## src/rtl/core/hic_pkg.sv

```systemverilog
package hic_pkg;

  localparam logic [1:0] OP_WRITE  = 2'd0;
  localparam logic [1:0] OP_READ   = 2'd1;
  localparam logic [1:0] OP_UPDATE = 2'd2;

  localparam logic [3:0] OFF_ROOT    = 4'd0;
  localparam logic [3:0] OFF_MASTER0 = 4'd1;
  localparam logic [3:0] OFF_MASTER1 = 4'd2;
  localparam logic [3:0] OFF_MASTER2 = 4'd3;
  localparam logic [3:0] OFF_MASTER3 = 4'd4;
  localparam logic [3:0] OFF_BLK_SEL = 4'd5;
  localparam logic [3:0] OFF_STATUS  = 4'd6;
  localparam logic [3:0] OFF_CONFIG  = 4'd7;
  localparam logic [3:0] OFF_LIVE    = 4'd8;

  // setup and config write bits
  localparam int SETUP_LEVEL_BIT = 0;
  localparam int SETUP_MASK_FE   = 1;
  localparam int SETUP_MASK_RE   = 2;
  localparam int CFG_CLEAR_BIT   = 3;
  localparam int CFG_STORE_BIT   = 7;
  localparam logic [2:0] SETUP_RESET = 3'b110;

  typedef enum logic [2:0] {
    CMD_NOP,
    CMD_SEL_WR,
    CMD_CFG_WR,
    CMD_READ,
    CMD_UPDATE
  } cmd_e;

  typedef struct packed {
    logic [1:0] operation;
    logic [3:0] reg_offset;
    logic [7:0] write_data;
    logic [4:0] line_block;
    logic [7:0] line_levels;
  } in_t;

  typedef struct packed {
    logic [7:0] read_data;
    logic       irq_out;
  } out_t;

  typedef struct packed {
    cmd_e       cmd;
    logic [3:0] off;
    logic [7:0] data;
    logic [4:0] blk;
    logic [7:0] levels;
  } item_t;

  function automatic logic level_active(logic [2:0] setup, logic level);
    return level ? !setup[SETUP_MASK_RE] : !setup[SETUP_MASK_FE];
  endfunction

endpackage

```

## src/rtl/core/hic_ram.sv

```systemverilog
module hic_ram #(
  parameter int WIDTH = 24,
  parameter int DEPTH = 32,
  parameter int AW    = (DEPTH > 1) ? $clog2(DEPTH) : 1
) (
  input  logic             clk_i,
  input  logic             we_i,
  input  logic [AW-1:0]    waddr_i,
  input  logic [WIDTH-1:0] wdata_i,
  input  logic             re_i,
  input  logic [AW-1:0]    raddr_i,
  output logic [WIDTH-1:0] rdata_o
);
  logic [WIDTH-1:0] mem_q [DEPTH];
  logic [WIDTH-1:0] rdata_q;

  always_ff @(posedge clk_i) begin
    if (we_i) begin
      mem_q[waddr_i] <= wdata_i;
    end
    if (re_i) begin
      rdata_q <= mem_q[raddr_i];
    end
  end

  assign rdata_o = rdata_q;
endmodule

```

## src/rtl/core/hic_front.sv

```systemverilog
module hic_front (
  input  logic            clk_i,
  input  logic            rst_ni,
  input  logic            in_valid_i,
  output logic            in_ready_o,
  input  hic_pkg::in_t    in_data_i,
  output logic            item_valid_o,
  input  logic            item_ready_i,
  output hic_pkg::item_t  item_o
);
  import hic_pkg::*;

  item_t      entry_q [2];
  logic       wr_ptr_q, rd_ptr_q;
  logic [1:0] count_q;
  item_t      cls;
  logic       push, pop;

  // decode the operation into a back-end command
  always_comb begin
    cls.off    = in_data_i.reg_offset;
    cls.data   = in_data_i.write_data;
    cls.blk    = in_data_i.line_block;
    cls.levels = in_data_i.line_levels;
    case (in_data_i.operation)
      OP_WRITE: begin
        if (in_data_i.reg_offset == OFF_BLK_SEL) cls.cmd = CMD_SEL_WR;
        else if (in_data_i.reg_offset == OFF_CONFIG) cls.cmd = CMD_CFG_WR;
        else cls.cmd = CMD_NOP;
      end
      OP_READ:   cls.cmd = CMD_READ;
      OP_UPDATE: cls.cmd = CMD_UPDATE;
      default:   cls.cmd = CMD_NOP;
    endcase
  end

  assign in_ready_o   = (count_q != 2'd2);
  assign item_valid_o = (count_q != 2'd0);
  assign item_o       = entry_q[rd_ptr_q];
  assign push         = in_valid_i && in_ready_o;
  assign pop          = item_valid_o && item_ready_i;

  always_ff @(posedge clk_i) begin
    if (push) begin
      entry_q[wr_ptr_q] <= cls;
    end
  end

  always_ff @(posedge clk_i or negedge rst_ni) begin
    if (!rst_ni) begin
      wr_ptr_q <= 1'b0;
      rd_ptr_q <= 1'b0;
      count_q  <= 2'd0;
    end else begin
      if (push) wr_ptr_q <= ~wr_ptr_q;
      if (pop) rd_ptr_q <= ~rd_ptr_q;
      if (push && !pop) count_q <= count_q + 2'd1;
      else if (pop && !push) count_q <= count_q - 2'd1;
    end
  end
endmodule

```

## src/rtl/core/hic_back.sv

```systemverilog
module hic_back #(
  parameter int NUM_LINES = 256
) (
  input  logic            clk_i,
  input  logic            rst_ni,
  input  logic            item_valid_i,
  output logic            item_ready_o,
  input  hic_pkg::item_t  item_i,
  output logic            out_valid_o,
  input  logic            out_ready_i,
  output hic_pkg::out_t   out_data_o
);
  import hic_pkg::*;

  localparam int ROWS = (NUM_LINES + 7) / 8;
  localparam int AW   = (ROWS > 1) ? $clog2(ROWS) : 1;
  localparam logic ST_IDLE = 1'b0;
  localparam logic ST_EXEC = 1'b1;

  logic        state_q;
  item_t       cur_q;
  logic [7:0]  pending_q [32];
  logic [7:0]  prev_q [32];
  logic [31:0] nz_q, nz_next;
  logic [ROWS-1:0] row_valid_q;
  logic [4:0]  sel_blk_q, sel_blk_d;
  logic [2:0]  sel_line_q, sel_line_d;
  logic        out_valid_q;
  out_t        out_q;

  logic        pop, fire, out_free, row_ok, ram_we;
  logic [4:0]  pop_blk, cur_blk;
  logic [23:0] ram_rdata, row, new_row;
  logic [7:0]  vm, pend_old, prev_old, pend_new, prev_new, nw, setbits, rd;
  logic [2:0]  s;

  function automatic logic [7:0] blk_mask(logic [4:0] blk);
    logic [7:0] m;
    for (int i = 0; i < 8; i++) begin
      m[i] = (int'(blk) * 8 + i) < NUM_LINES;
    end
    return m;
  endfunction

  assign item_ready_o = (state_q == ST_IDLE);
  assign pop      = item_valid_i && item_ready_o;
  assign out_free = !out_valid_q || out_ready_i;
  assign fire     = (state_q == ST_EXEC) && out_free;
  assign pop_blk  = (item_i.cmd == CMD_UPDATE) ? item_i.blk : sel_blk_q;
  assign cur_blk  = (cur_q.cmd == CMD_UPDATE) ? cur_q.blk : sel_blk_q;

  hic_ram #(.WIDTH(24), .DEPTH(ROWS), .AW(AW)) u_setup_ram (
    .clk_i   (clk_i),
    .we_i    (fire && ram_we),
    .waddr_i (AW'(cur_blk)),
    .wdata_i (new_row),
    .re_i    (pop),
    .raddr_i (AW'(pop_blk)),
    .rdata_o (ram_rdata)
  );

  always_comb begin
    row_ok   = int'(cur_blk) < ROWS;
    row      = (row_ok && row_valid_q[AW'(cur_blk)]) ? ram_rdata : {8{SETUP_RESET}};
    vm       = blk_mask(cur_blk);
    pend_old = pending_q[cur_blk];
    prev_old = prev_q[cur_blk];
    nw       = cur_q.levels & vm;
    for (int i = 0; i < 8; i++) begin
      s = row[3*i +: 3];
      if (!vm[i]) setbits[i] = 1'b0;
      else if (s[SETUP_LEVEL_BIT]) setbits[i] = level_active(s, nw[i]);
      else setbits[i] = (!prev_old[i] && nw[i] && !s[SETUP_MASK_RE]) ||
                        (prev_old[i] && !nw[i] && !s[SETUP_MASK_FE]);
    end
    s          = cur_q.data[2:0];
    pend_new   = pend_old;
    prev_new   = prev_old;
    new_row    = row;
    ram_we     = 1'b0;
    rd         = '0;
    sel_blk_d  = sel_blk_q;
    sel_line_d = sel_line_q;
    case (cur_q.cmd)
      CMD_SEL_WR: sel_blk_d = cur_q.data[4:0];
      CMD_CFG_WR: begin
        sel_line_d = cur_q.data[6:4];
        if (cur_q.data[CFG_STORE_BIT] && vm[sel_line_d]) begin
          ram_we = 1'b1;
          new_row[3*int'(sel_line_d) +: 3] = s;
          if (cur_q.data[CFG_CLEAR_BIT]) pend_new[sel_line_d] = 1'b0;
          if (s[SETUP_LEVEL_BIT] && level_active(s, prev_old[sel_line_d])) begin
            pend_new[sel_line_d] = 1'b1;
          end
        end
      end
      CMD_READ: begin
        case (cur_q.off)
          OFF_ROOT: begin
            rd = {3'b000, |nz_q[31:24], |nz_q[23:16], |nz_q[15:8], |nz_q[7:0], |nz_q};
          end
          OFF_MASTER0: rd = nz_q[7:0];
          OFF_MASTER1: rd = nz_q[15:8];
          OFF_MASTER2: rd = nz_q[23:16];
          OFF_MASTER3: rd = nz_q[31:24];
          OFF_BLK_SEL: rd = {3'b000, sel_blk_q};
          OFF_STATUS:  rd = pend_old;
          OFF_CONFIG: begin
            rd = {1'b0, sel_line_q, 1'b0,
                  vm[sel_line_q] ? row[3*int'(sel_line_q) +: 3] : 3'b000};
          end
          OFF_LIVE:    rd = prev_old;
          default:     rd = '0;
        endcase
      end
      CMD_UPDATE: begin
        pend_new = pend_old | setbits;
        prev_new = nw;
      end
      default: ;
    endcase
    nz_next          = nz_q;
    nz_next[cur_blk] = |pend_new;
  end

  always_ff @(posedge clk_i) begin
    if (pop) cur_q <= item_i;
    if (fire) begin
      out_q.read_data <= rd;
      out_q.irq_out   <= |nz_next;
    end
  end

  always_ff @(posedge clk_i or negedge rst_ni) begin
    if (!rst_ni) begin
      state_q     <= ST_IDLE;
      out_valid_q <= 1'b0;
      nz_q        <= '0;
      row_valid_q <= '0;
      sel_blk_q   <= '0;
      sel_line_q  <= '0;
      for (int b = 0; b < 32; b++) begin
        pending_q[b] <= '0;
        prev_q[b]    <= '0;
      end
    end else begin
      if (pop) state_q <= ST_EXEC;
      else if (fire) state_q <= ST_IDLE;
      if (fire) out_valid_q <= 1'b1;
      else if (out_ready_i) out_valid_q <= 1'b0;
      if (fire) begin
        pending_q[cur_blk] <= pend_new;
        prev_q[cur_blk]    <= prev_new;
        nz_q               <= nz_next;
        sel_blk_q          <= sel_blk_d;
        sel_line_q         <= sel_line_d;
        if (ram_we) row_valid_q[AW'(cur_blk)] <= 1'b1;
      end
    end
  end

  assign out_valid_o = out_valid_q;
  assign out_data_o  = out_q;
endmodule

```

## src/rtl/core/hierarchical_interrupt_controller.sv

```systemverilog
// interrupt controller with root / master / block status tree
// input channel (in_valid_i / in_ready_o / in_data_i): one beat is a bus
//   write, a bus read or a line level update for one block of eight lines
// output channel (out_valid_o / out_ready_i / out_data_o): exactly one beat
//   per input beat, in order; read_data holds the read byte (zero for writes
//   and updates), irq_out the summary interrupt after that beat
// path: a beat accepted into the queue is popped into the back end, which reads
//   its setup row and then executes into the output register once it is free
// the back end takes a new beat only after the last one has executed: it reads
//   the line setup row from its memory in its idle state and executes in exec
// a 2-deep queue parts the decode front from the back end, so input beats
//   keep landing while a result waits in the output register
// reset: all pending bits, stored levels and selects clear; every line reads
//   as edge mode with both masks set (per-row valid bits, no clearing pass)
// receiver stall: the output register holds its beat, the back end stops,
//   then the queue fills and in_ready_o drops
module hierarchical_interrupt_controller #(
  parameter int NUM_LINES = 256
) (
  input  logic          clk_i,
  input  logic          rst_ni,
  input  logic          in_valid_i,
  output logic          in_ready_o,
  input  hic_pkg::in_t  in_data_i,
  output logic          out_valid_o,
  input  logic          out_ready_i,
  output hic_pkg::out_t out_data_o
);
  import hic_pkg::*;

  // decoded beat between the front and back parts
  item_t item;
  logic  item_valid, item_ready;

  // front: accept and classify into commands, buffered in a short queue
  hic_front u_front (
    .clk_i        (clk_i),
    .rst_ni       (rst_ni),
    .in_valid_i   (in_valid_i),
    .in_ready_o   (in_ready_o),
    .in_data_i    (in_data_i),
    .item_valid_o (item_valid),
    .item_ready_i (item_ready),
    .item_o       (item)
  );

  // back: status tree, setup memory and output register
  hic_back #(.NUM_LINES(NUM_LINES)) u_back (
    .clk_i        (clk_i),
    .rst_ni       (rst_ni),
    .item_valid_i (item_valid),
    .item_ready_o (item_ready),
    .item_i       (item),
    .out_valid_o  (out_valid_o),
    .out_ready_i  (out_ready_i),
    .out_data_o   (out_data_o)
  );
endmodule
```

## config.mk

```make
export PLATFORM = sky130hd
export DESIGN_NAME = hierarchical_interrupt_controller
export DESIGN_NICKNAME = d
export VERILOG_FILES = /design/src/rtl/core/hic_pkg.sv /design/src/rtl/core/hic_ram.sv /design/src/rtl/core/hic_front.sv /design/src/rtl/core/hic_back.sv /design/src/rtl/core/hierarchical_interrupt_controller.sv
export SDC_FILE = /design/constraint.sdc
export NUM_CORES = 2
export LEC_CHECK = 0
export BUFFER_PORTS_ARGS = -buffer_cell sky130_fd_sc_hd__buf_2
export CORE_ASPECT_RATIO = 0.75
export CORE_MARGIN = 5
export CORE_UTILIZATION = 30
export CTS_CLUSTER_SIZE = 28
export DETAILED_ROUTE_END_ITERATION = 10
export HOLD_SLACK_MARGIN = 0.06
export SETUP_SLACK_MARGIN = 0.15
export SLEW_MARGIN = 20
export SYNTH_ARGS = -nofsm -noshare
export SYNTH_HDL_FRONTEND = slang
export SYNTH_SLANG_ARGS = --single-unit
```

## constraint.sdc

```tcl
create_clock -name clk_i -period 7.3 [get_ports clk_i]
set_clock_uncertainty 0.15 [all_clocks]
set_input_delay 2.19 -clock clk_i [delete_from_list [all_inputs] [get_ports clk_i]]
set_output_delay 2.19 -clock clk_i [all_outputs]
set_load 0.01 [all_outputs]
```

==> metrics.md <==
| Metric | Value |
|---|---|
| Critical path required time | 7.76 ns |
| Hold_sp | u_back.row_valid_q[15] |
| Design area | 73400 um^2 |
| Synth Flop Type | edfxtp_1 |
| Avg Inst Size Synth | 13.51 um^2 |
| Hold path cells | 1 |
| Setup Slack @ Placement | 1.033 ns |
| Slowest cell on the critical path | a2111oi_0 |
| Pin count of the biggest net entering global routing | 146 |
| Dpl cells | 7436 |
| Final period utilization | 90.15% |
| Synthesized area | 63990 um^2 |
| Critical path type | flip-flop to flip-flop |
| Placed inst area | 68410 um^2 |
| Setup violators final | 0 |
| Initial Utilization | 30.22% |
| # hold bufs at CTS | 0 |
| Ys async rst share | 40.00% |
| Post-synthesis sequential area ratio | 64.61% |
| Arr. time, crit path | 7.04 ns |
| 1st-pass router iterations | 6 |
| Syn_nets | 4772 |
| Initial antenna violation count | 10 |
| Worst path max stage delay | 1.03 ns |
| Initial DRC count | 5792 |
| Yosys Warn Count | 0 |
| Root Buffer | clkbuf_16 |
| Die width | 543.3 um |
| Die Y | 410.0 um |
| GRT Total Usage | 17.61% |
| Relative slew slack | 21.64% |
| Crit-path leading delay family | simple AND/OR/NAND/NOR gates |
| Worst Hold End | u_back.row_valid_q[15] |
| Gp weighted congestion | 0.9455 |
| Fmax | 0.1519 GHz |
| Fin crit period | 6.581 ns |
| Most common cell after layout, fill and taps aside | edfxtp_1 |
| WP buf/inv | 1 |
| Distinct cells, synth | 92 |
| Final Hold Viols | 0 |
| Highest routed layer | met4 |
| Overflow after GRT | 0 |
| Cell mode on critical path | nand4_1 |
| I/O Pins | 42 |
| RR Startpoint | u_back.cur_q[25] |
| CTS max path bufs | 3 |
| First-pass GRT wire length | 290300 um |
| Mapped Cells | 4736 |
| Maximum fanout along the worst path | 35 |
| Via count | 42052 |
| Final WL | 200400 um |
| Setup TNS | 0 ns |
| Seq cells post-synth | 1475 |
| Setup WS post-layout | 0.7187 ns |
| WL met2 | 79770 um |
| Post-Route M1 WL | 94110 um |
| Yosys top cell by area | edfxtp_1 |
| VDD IR max | 0.3660 mV |
| Unrepaired setup endpoints after global routing | no |
| Internal reg-to-reg setup slack | 0.72 ns |
| Core Footprint | 211700 um^2 |
| CP Capture Type | flip-flop |
| Die area | 222700 um^2 |
| Clk Latency, worst-skew pair | 0.79 ns |
| Met3 Routed Length | 21640 um |
| Post-Layout Cell Count | 7718 |
| Maxcap violations | 0 |
| Port Buffers | 41 |
| Wire per inst | 25.97 um |
| Num rows | 146 |
| Share of layout cells above drive strength 1 | 19.66% |
| EDFF count, synth | 885 |
| CTS clk-pin slew, worst paths | 0.06 ns |
| CTS HTree Levels | 4 |
| Crit-path cells | or3b_4, mux2_2, nor2_1, a2111oi_0, nand4_1, nand2_1, and4_1, nand4_1, a41oi_4, buf_4, a21oi_1 |
| Slew @ Worst Pin | 1.146 ns |
| Nets | 4812 |
| PostCTS Resize Cnt | 0 |
| Antenna Nets Post-Route | 0 |
| Slew Viols, Final | 0 |
| CP startpoint kind | flip-flop |
| Synth top area share | 41.53% |
| HPWL after DPL | 132300 um |
| Synth area leaders | edfxtp_1, dfrtp_1, mux4_2 |
| Reg-to-reg endpoint | u_back.pending_q[247] |
| Sinks on Clock Net | 1475 |
| Static Leakage | 26.87 nW |
| Status | completed |
| Synthesis-to-layout area growth | 14.71% |
| Min-delay worst type | flip-flop to flip-flop |
| Vias in the first global route | 39611 |
| Vias per cell | 5.449 |
| Drt drc | 0 |
| Reg2reg path depth | 11 |
| Most frequent cells in the layout | edfxtp_1, dfrtp_1, nand2_1 |
| Power density over cell area | 519.7 nW/um^2 |
| CTS tree | built |
| Post-CTS setup buffers | 0 |
| Num CTS Buffers | 150 |
-- area by class of cell --
type / count / area (um^2)
inverters: 20 / 75.07
repair buffers: 226 / 1737
clock inverters: 71 / 808.3
well taps: 2812 / 3518
diodes: 7 / 17.52
multi-input cells: 2903 / 21740
fillers: 20202 / 138300
clock buffers: 204 / 4158
flip-flops and latches: 1475 / 41350
-- sequential cells by signal (all words and copies together) (netlist names), 2 cells and up --
signal,flops
u_back.row_valid_q,32
u_back.out_data_o,9
u_front.entry_q,56
u_back.u_setup_ram.mem_q,768
u_front.count_q,2
u_back.sel_line_q,3
u_back.sel_blk_q,5
u_back.prev_q,256
u_back.u_setup_ram.rdata_o,24
u_back.cur_q,28
u_back.nz_q,32
u_back.pending_q,256
-- cell families (layout without fill, tap and decap cells) --
logic type,count (synthesis),count (layout),synth area share (%)
flip-flops,1475,1475,64.61
AND/OR/NAND/NOR,1240,1240,8.281
AO/OA/AOI/OAI,1036,1036,9.755
multiplexers,616,616,14.73
buffers and inverters,358,521,2.448
XOR/XNOR,6,6,0.08213
adder cells (fa/ha/maj),5,5,0.09777
other,0,7,0
-- cells in the mapped netlist, types with 19 or more instances --
library cell,count
edfxtp_1,885
dfrtp_1,590
nand2_1,520
nor2_1,457
o21ai_0,345
a21oi_1,331
mux2i_1,252
mux4_2,249
clkbuf_1,200
mux2_2,114
a31oi_1,78
nor3_1,67
buf_2,64
a211oi_1,49
buf_1,43
or2_2,36
o211ai_1,29
nand3_1,26
o211a_1,26
buf_4,24
o22ai_1,24
inv_1,19
-- worst max path at each step --
stage / start / to / slack [ns] / depth (start not counted)
final: u_back.cur_q[25] / u_back.pending_q[247] / 0.72 / 11
after CTS: u_back.cur_q[27] / u_back.pending_q[247] / 1.03 / 11
after global placement: u_back.cur_q[25] / u_back.pending_q[31] / 1.09 / 11
after global routing: u_back.sel_blk_q[0] / u_back.pending_q[135] / 0.64 / 12
after floorplan: u_back.cur_q[25] / u_back.u_setup_ram.mem_q[0][3] / 2.52 / 14
after detailed placement: u_back.cur_q[27] / u_back.pending_q[135] / 1.03 / 11
-- routing by layer --
metal / global-route usage, % / vias up
met1: 27.86 / 21828
li1: - / 17937
met4: 4.346 / 0
met5: 0 / -
met3: 5.139 / 285
met2: 23.17 / 2002
-- stage by stage --
stage | util, % | hold WS [ns] | power (mW)
global placement | 32.29 | 0.3034 | 29.75
floorplan | - | 0.2889 | 22.98
finish | 34.67 | 0.3166 | 38.15
detailed placement | 32.31 | 0.3021 | 30.10
global route | 34.66 | 0.3401 | 39.75
CTS | 34.66 | 0.3179 | 37.87
-- power breakdown --
group | internal [mW] | leakage [nW] | switching [mW]
Combinational | 5.22 | 8.81 | 11.6
Sequential | 12.1 | 15.6 | 1.55
Clock | 4.37 | 2.42 | 3.38
(Power assumes the default switching activity.)
